## src/rtl/sitda_pkg.sv

```systemverilog
// shared types and constants for the signed integer to decimal ascii unit
`default_nettype none
package sitda_pkg;

    localparam int VALUE_W   = 32;
    localparam int CHAR_W    = 8;
    localparam int NUM_DIGITS = 10;
    localparam int DIGIT_W   = 4;
    localparam int BCD_W     = NUM_DIGITS * DIGIT_W;
    localparam int BIT_CNT_W = 5;
    localparam int DIG_CNT_W = 4;

    localparam logic [CHAR_W-1:0]    DIGIT_BASE = 8'd48;
    localparam logic [CHAR_W-1:0]    MINUS_CODE = 8'd45;
    localparam logic [BIT_CNT_W-1:0] LAST_BIT   = 5'(VALUE_W - 1);
    localparam logic [DIG_CNT_W-1:0] FULL_DIGITS = 4'(NUM_DIGITS);

    typedef enum logic [2:0] {
        ST_IDLE,
        ST_CONV,
        ST_SKIP,
        ST_SIGN,
        ST_DIGITS
    } state_t;

    typedef struct packed {
        logic load;        // capture input beat, form magnitude
        logic dabble;      // one shift-add-3 step
        logic skip;        // drop a leading zero digit
        logic emit_sign;   // load minus sign into output register
        logic emit_digit;  // load top digit into output register
        logic emit_last;   // last flag for the emitted digit
    } cmd_t;

    typedef struct packed {
        logic neg;
        logic top_zero;
        logic out_free;
    } status_t;

endpackage
`default_nettype wire

```

## src/rtl/sitda_datapath.sv

```systemverilog
// datapath: magnitude and bcd registers, double dabble step, output register
`default_nettype none
module sitda_datapath (
    input  wire logic                              clk,
    input  wire logic                              rst_n,
    input  wire logic [sitda_pkg::VALUE_W-1:0]     value,
    input  wire sitda_pkg::cmd_t                   cmd,
    output sitda_pkg::status_t                     status,
    output logic [sitda_pkg::CHAR_W-1:0]           character,
    output logic                                   last,
    output logic                                   out_valid,
    input  wire logic                              out_ready
);

    localparam int BW = sitda_pkg::BCD_W;
    localparam int DW = sitda_pkg::DIGIT_W;
    localparam int VW = sitda_pkg::VALUE_W;

    logic [VW-1:0]                  mag_reg, mag_next;
    logic [BW-1:0]                  bcd_reg, bcd_next;
    logic                           neg_reg, neg_next;
    logic [sitda_pkg::CHAR_W-1:0]   char_reg, char_next;
    logic                           last_reg, last_next;
    logic                           valid_reg, valid_next;
    logic [BW-1:0]                  adj;
    logic [DW-1:0]                  top_digit;

    assign top_digit = bcd_reg[BW-1 -: DW];

    // add 3 to every digit of 5 or more before the shift
    always_comb
    begin
        adj = bcd_reg;
        for (int i = 0; i < sitda_pkg::NUM_DIGITS; i++)
        begin
            if (bcd_reg[DW*i +: DW] >= 4'd5)
            begin
                adj[DW*i +: DW] = bcd_reg[DW*i +: DW] + 4'd3;
            end
        end
    end

    always_comb
    begin
        mag_next = mag_reg;
        bcd_next = bcd_reg;
        neg_next = neg_reg;
        priority if (cmd.load)
        begin
            neg_next = value[VW-1];
            mag_next = value[VW-1] ? (~value + 32'd1) : value;
            bcd_next = '0;
        end
        else if (cmd.dabble)
        begin
            bcd_next = {adj[BW-2:0], mag_reg[VW-1]};
            mag_next = {mag_reg[VW-2:0], 1'b0};
        end
        else if (cmd.skip || cmd.emit_digit)
        begin
            bcd_next = {bcd_reg[BW-DW-1:0], {DW{1'b0}}};
        end
        else
        begin
            bcd_next = bcd_reg;
        end
    end

    always_comb
    begin
        char_next  = char_reg;
        last_next  = last_reg;
        valid_next = valid_reg && !out_ready;
        priority if (cmd.emit_sign)
        begin
            char_next  = sitda_pkg::MINUS_CODE;
            last_next  = 1'b0;
            valid_next = 1'b1;
        end
        else if (cmd.emit_digit)
        begin
            char_next  = sitda_pkg::DIGIT_BASE + {4'd0, top_digit};
            last_next  = cmd.emit_last;
            valid_next = 1'b1;
        end
        else
        begin
            valid_next = valid_reg && !out_ready;
        end
    end

    always_ff @(posedge clk or negedge rst_n)
    begin
        if (!rst_n)
        begin
            valid_reg <= 1'b0;
        end
        else
        begin
            valid_reg <= valid_next;
        end
    end

    always_ff @(posedge clk)
    begin
        mag_reg  <= mag_next;
        bcd_reg  <= bcd_next;
        neg_reg  <= neg_next;
        char_reg <= char_next;
        last_reg <= last_next;
    end

    assign status.neg      = neg_reg;
    assign status.top_zero = (top_digit == '0);
    assign status.out_free = !valid_reg || out_ready;

    assign character = char_reg;
    assign last      = last_reg;
    assign out_valid = valid_reg;

endmodule
`default_nettype wire

```

## src/rtl/sitda_ctrl.sv

```systemverilog
// controller: sequences conversion, leading zero skip and character emission
`default_nettype none
module sitda_ctrl (
    input  wire logic                clk,
    input  wire logic                rst_n,
    input  wire logic                in_valid,
    output logic                     in_ready,
    input  wire sitda_pkg::status_t  status,
    output sitda_pkg::cmd_t          cmd
);

    sitda_pkg::state_t                    state_reg, state_next;
    logic [sitda_pkg::BIT_CNT_W-1:0]      bit_cnt_reg, bit_cnt_next;
    logic [sitda_pkg::DIG_CNT_W-1:0]      dig_cnt_reg, dig_cnt_next;

    always_ff @(posedge clk or negedge rst_n)
    begin
        if (!rst_n)
        begin
            state_reg   <= sitda_pkg::ST_IDLE;
            bit_cnt_reg <= '0;
            dig_cnt_reg <= '0;
        end
        else
        begin
            state_reg   <= state_next;
            bit_cnt_reg <= bit_cnt_next;
            dig_cnt_reg <= dig_cnt_next;
        end
    end

    always_comb
    begin
        state_next   = state_reg;
        bit_cnt_next = bit_cnt_reg;
        dig_cnt_next = dig_cnt_reg;
        cmd          = '0;
        in_ready     = 1'b0;
        unique case (state_reg)
            sitda_pkg::ST_IDLE:
            begin
                in_ready = 1'b1;
                if (in_valid)
                begin
                    cmd.load     = 1'b1;
                    bit_cnt_next = sitda_pkg::LAST_BIT;
                    state_next   = sitda_pkg::ST_CONV;
                end
            end
            sitda_pkg::ST_CONV:
            begin
                cmd.dabble   = 1'b1;
                bit_cnt_next = bit_cnt_reg - 5'd1;
                if (bit_cnt_reg == '0)
                begin
                    dig_cnt_next = sitda_pkg::FULL_DIGITS;
                    state_next   = sitda_pkg::ST_SKIP;
                end
            end
            sitda_pkg::ST_SKIP:
            begin
                // keep at least one digit so zero prints as '0'
                if (status.top_zero && dig_cnt_reg > 4'd1)
                begin
                    cmd.skip     = 1'b1;
                    dig_cnt_next = dig_cnt_reg - 4'd1;
                end
                else if (status.neg)
                begin
                    state_next = sitda_pkg::ST_SIGN;
                end
                else
                begin
                    state_next = sitda_pkg::ST_DIGITS;
                end
            end
            sitda_pkg::ST_SIGN:
            begin
                if (status.out_free)
                begin
                    cmd.emit_sign = 1'b1;
                    state_next    = sitda_pkg::ST_DIGITS;
                end
            end
            sitda_pkg::ST_DIGITS:
            begin
                if (status.out_free)
                begin
                    cmd.emit_digit = 1'b1;
                    cmd.emit_last  = (dig_cnt_reg == 4'd1);
                    dig_cnt_next   = dig_cnt_reg - 4'd1;
                    if (dig_cnt_reg == 4'd1)
                    begin
                        state_next = sitda_pkg::ST_IDLE;
                    end
                end
            end
            default:
            begin
                state_next = sitda_pkg::ST_IDLE;
            end
        endcase
    end

endmodule
`default_nettype wire

```

## src/rtl/signed_int_to_decimal_ascii_unit.sv

```systemverilog
// signed 32-bit integer to decimal ascii text, one character per output beat
// the unit runs 32 shift-add-3 conversion steps after the input beat and up to 9 leading
// zero skips, then emits one character per cycle while the output register is free;
// a new input is taken only after every character of the last one has been emitted,
// but the last character may still wait in the output register while the next input is taken
// reset: rst_n asynchronous active low, clears the state machine and output valid
`default_nettype none
module signed_int_to_decimal_ascii_unit (
    input  wire logic        clk,
    input  wire logic        rst_n,
    input  wire logic        s_tvalid,
    output logic             s_tready,
    input  wire logic [31:0] s_tdata,   // [31:0] value
    output logic             m_tvalid,
    input  wire logic        m_tready,
    output logic [7:0]       m_tdata,   // [7:0] character
    output logic             m_tlast
);

    sitda_pkg::cmd_t    cmd;
    sitda_pkg::status_t status;

    sitda_ctrl u_ctrl (
        .clk      (clk),
        .rst_n    (rst_n),
        .in_valid (s_tvalid),
        .in_ready (s_tready),
        .status   (status),
        .cmd      (cmd)
    );

    sitda_datapath u_datapath (
        .clk       (clk),
        .rst_n     (rst_n),
        .value     (s_tdata),
        .cmd       (cmd),
        .status    (status),
        .character (m_tdata),
        .last      (m_tlast),
        .out_valid (m_tvalid),
        .out_ready (m_tready)
    );

endmodule
`default_nettype wire

```

## config.mk

```make
export PLATFORM = sky130hd
export DESIGN_NAME = signed_int_to_decimal_ascii_unit
export DESIGN_NICKNAME = d
export VERILOG_FILES = /design/src/rtl/sitda_pkg.sv /design/src/rtl/sitda_datapath.sv /design/src/rtl/sitda_ctrl.sv /design/src/rtl/signed_int_to_decimal_ascii_unit.sv
export SDC_FILE = /design/constraint.sdc
export NUM_CORES = 1
export LEC_CHECK = 0
export BUFFER_PORTS_ARGS = -buffer_cell sky130_fd_sc_hd__buf_4
export CAP_MARGIN = 30
export CORE_MARGIN = 5
export CORE_UTILIZATION = 65
export DETAILED_ROUTE_END_ITERATION = 10
export PLACE_DENSITY = 0.86
export SLEW_MARGIN = 40
export SYNTH_ARGS = -nofsm -noshare
export SYNTH_HDL_FRONTEND = slang
export SYNTH_SLANG_ARGS = --single-unit
```

## constraint.sdc

```tcl
create_clock -name clk -period 3.5 [get_ports clk]
set_clock_uncertainty 0.15 [all_clocks]
set_input_delay 0.35 -clock clk [delete_from_list [all_inputs] [get_ports clk]]
set_output_delay 0.35 -clock clk [all_outputs]
set_load 0.1 [all_outputs]
```

==> out/qor.txt <==
Status -> completed
DPL Wire Length -> 8180 um
Inserted Clock Buffers -> 9
Overall die area -> 10,800 um^2
Buffers plus inverters on the worst setup path -> 0
Max reg flops -> 40
Worst slew pin tran -> 0.588 ns
Final Max Slew Viols -> 0
Cells after Synth -> 659
Starting utilization of the core area -> 0.662
Setup crit end kind -> flip-flop
Share of power burned in combinational logic -> 0.451
Top cells by area, synth -> edfxtp_1 (17%), dfxtp_1 (16%), o21ai_0 (5.9%)
Max VDD drop -> 375 uV
PortBufs -> 43
Pin count of the biggest net entering global routing -> 55
Worst hold path type -> primary input to flip-flop
Clock slew at reported path FFs -> 0.09 ns
Number of optimization iterations in the first detailed-route pass -> 7
Setup repair after global routing missed its margin -> no
Vias in the first global route -> 4,662
Cell count after placement -> 768
Initial antenna violation count -> 0
Detail Route Antenna Nets -> 0
Commonest cells after routing, fill and taps aside -> nand2_1 (68), o21ai_0 (67), a21oi_1 (51)
Proportion of synthesized flip-flops having asynchronous set or reset -> 0.141
Most common cell after layout, fill and taps aside -> nand2_1
Number of standard cells in the layout, taps in and fillers out -> 785
Power Density -> 795 nW/um^2
RR Startpoint -> u_ctrl.state_reg[2]
Die width -> 104 um
Max cap viols -> 0
Cell chosen for the clock root -> clkbuf_8
Req. time, crit path -> 3.59 ns
Endpoint of the worst register-to-register path -> u_ctrl.dig_cnt_reg[1]
Mean instance size in the synthesized netlist -> 8.68 um^2
Cell repeated most along the worst path -> nand2_1
Adder and majority gate portion of the synthesized area -> 0.0525
Main combinational cell family by area after synthesis -> compound AO/OA/AOI/OAI gates
Maximum net fanout on the critical path -> 14
Global-route wire length before repair -> 20,800 um
Int Power -> 0.00286 W
Total count of hold-check failures in the final report -> 0
Number of gates given a new drive strength after cts -> 0
Routed Wire Length -> 12,400 um
CP Data Arrival Time -> 2.79 ns
Setup slack of the worst register-to-register path -> 0.80 ns
Sequential element share of the synthesized area -> 0.391
Sink Count -> 92
GP Congestion -> 0.833
GRT Residual Overflow -> 0
Share of the synthesized area in compound gates (AO/OA/AOI/OAI) -> 0.258
Cell taking the most area after synthesis -> edfxtp_1
Cell-by-cell trace of the critical path -> nor3b_1 > nand2_1 > and2_1 > nand2_1 > mux2_2
Worst hold stages -> 3
Die height -> 104 um
Number of rows in the core area -> 34
Post-synthesis register bit count -> 92
Share of the synthesized netlist area taken by xor and xnor gates -> 0.0643
Switching power total -> 0.00209 W
Origin of the worst min-delay path -> s_tdata[0]
CTS tree -> done
Final hold slack -> 0.188 ns
Switching share of total power -> 0.422
Fraction of the mapped netlist area in simple logic gates -> 0.158
Dominant synthesized flop cell -> dfxtp_1
Slowest-stage cell, CP -> dfrtp_1
Number of vias per cell -> 6.23
Final critical delay including setup and external delays -> 2.70 ns
Clock latency at the later pin of the worst-skew pair -> 0.36 ns
Detail-routed net length per standard cell -> 15.8 um
Number of nets in the layout -> 732
Clock H-tree levels -> 3
Number of synthesis warnings -> 0
Share of cells above drive strength 1 -> 0.127
Max Clk Rate -> 370 MHz
Number of different library cells in the post-synthesis netlist -> 62
Startpoint types -> flip-flop
Number of DRC violations after detailed routing -> 0
Largest stage delay, worst path -> 0.59 ns
Share of the clock period used by the worst path -> 0.772
Worst relative slew slack -> 0.604
Critical Setup Path Class -> flip-flop to flip-flop
LEAKAGE -> 2.53 nW
Power share of the clock group -> 0.140
All-layer global routing usage -> 0.225
Sequential share of power -> 0.409
I/O pin count -> 47
Final-layout setup total negative slack -> 0 ns
Number of enable-type register cells in the synthesized netlist -> 33
Post-synthesis mux area share -> 0.0125
Std-Cell Core Area -> 8640 um^2
Drt first-iter violations -> 307
Top delay family on crit path -> simple AND/OR/NAND/NOR gates
Worst Hold Path EP -> u_datapath.mag_reg[0]
Synth-to-layout area growth -> 8.95%
Cell depth of the worst flop-to-flop path -> 5
Area of the mapped netlist -> 5720 um^2
Number of inserted diodes -> 0
Fraction of post-synthesis cell area in the top cell type by area -> 0.173
Total via count in the routed design -> 4,889
# setup viols final -> 0
Max clock buf depth -> 2
Cell count along the critical path -> 5
## metrics by stage
step	power (W)	area [um^2]	worst slack, ns	util
floorplan	0.00374	5730	0.392	-
global placement	0.00410	6030	0.943	0.699
detailed placement	0.00423	6030	0.818	0.699
CTS	0.00494	6230	0.812	0.721
global route	0.00536	6230	0.606	0.721
finish	0.00495	6230	0.800	0.721
## cell type report
type | instances | area (um^2)
clock buffer | 12 | 135
tap | 108 | 135
clock inverter | 4 | 51.3
sequential | 92 | 2240
fill | 615 | 2410
inverter | 39 | 146
timing repair buffer | 50 | 378
multi-input combinational | 480 | 3150
## cell usage after synthesis, drive strengths merged (3+ instances only)
cell type  number
nor2b           5
nor2           35
buf            15
o41ai          10
nor3b           4
nor4            7
dfrtp          13
o32a            9
nor3            8
a31oi          20
o21ai          73
nand3          19
or3             4
edfxtp         33
mux2i           6
a211oi          3
o31ai          17
clkbuf         34
inv            39
xnor2          13
nand2b         15
a31o            7
ha             24
xor2           29
o211ai          3
and2            3
o21a            9
a21oi          51
o311a           7
nand2          69
dfxtp          46
## how the worst max path moves through the flow
| stage | start | endpoint | slack (ns) |
|---|---|---|---|
| final | u_ctrl.state_reg[2] | u_ctrl.dig_cnt_reg[1] | 0.80 |
| after detailed placement | s_tdata[20] | u_datapath.mag_reg[28] | 0.82 |
| after global placement | s_tdata[20] | u_datapath.mag_reg[27] | 0.94 |
| after floorplan | u_ctrl.state_reg[2] | u_datapath.mag_reg[0] | 0.39 |
| after CTS | u_ctrl.state_reg[0] | u_ctrl.dig_cnt_reg[1] | 0.81 |
| after global routing | u_ctrl.state_reg[0] | u_ctrl.dig_cnt_reg[1] | 0.61 |
## power groups by stage
stage               clock [W]  combinational [W]  sequential [W]
detailed placement          0            0.00219         0.00203
floorplan                   0            0.00187         0.00187
global route         0.000749            0.00252         0.00209
global placement            0            0.00210         0.00201
finish               0.000694            0.00223         0.00203
CTS                  0.000704            0.00222         0.00201
## cell families (layout without fill, tap and decap cells)
family                   count (synthesis)  after routing
adder cells (fa/ha/maj)                 24             24
buffers and inverters                   88            105
XOR/XNOR                                42             42
multiplexers                             7              7
other                                    2              3
AND/OR/NAND/NOR                        181            181
flip-flops                              92             92
AO/OA/AOI/OAI                          223            223
## timing repair
| item | 4_1_cts | 5_1_grt |
|---|---|---|
| hold buffers | 1 | 0 |
| setup buffers | 0 | 0 |
| hold endpoints to repair | 13 | 0 |
## worst reg2reg max path, stage by stage (launching register included)
cell     delay, ns
dfrtp_1       0.59
nor3b_1       0.49
nand2_1       0.36
and2_1        0.44
nand2_1       0.21
mux2_2        0.35
## metal layers
layer  up-vias  track usage  wire length [um]
li1       2386            -                 -
met1      2297        0.286              5300
met2       174        0.374              6150
met3        32       0.0417               687
met4         0       0.0944               274
met5         -            0                 0
(Power assumes the default switching activity.)
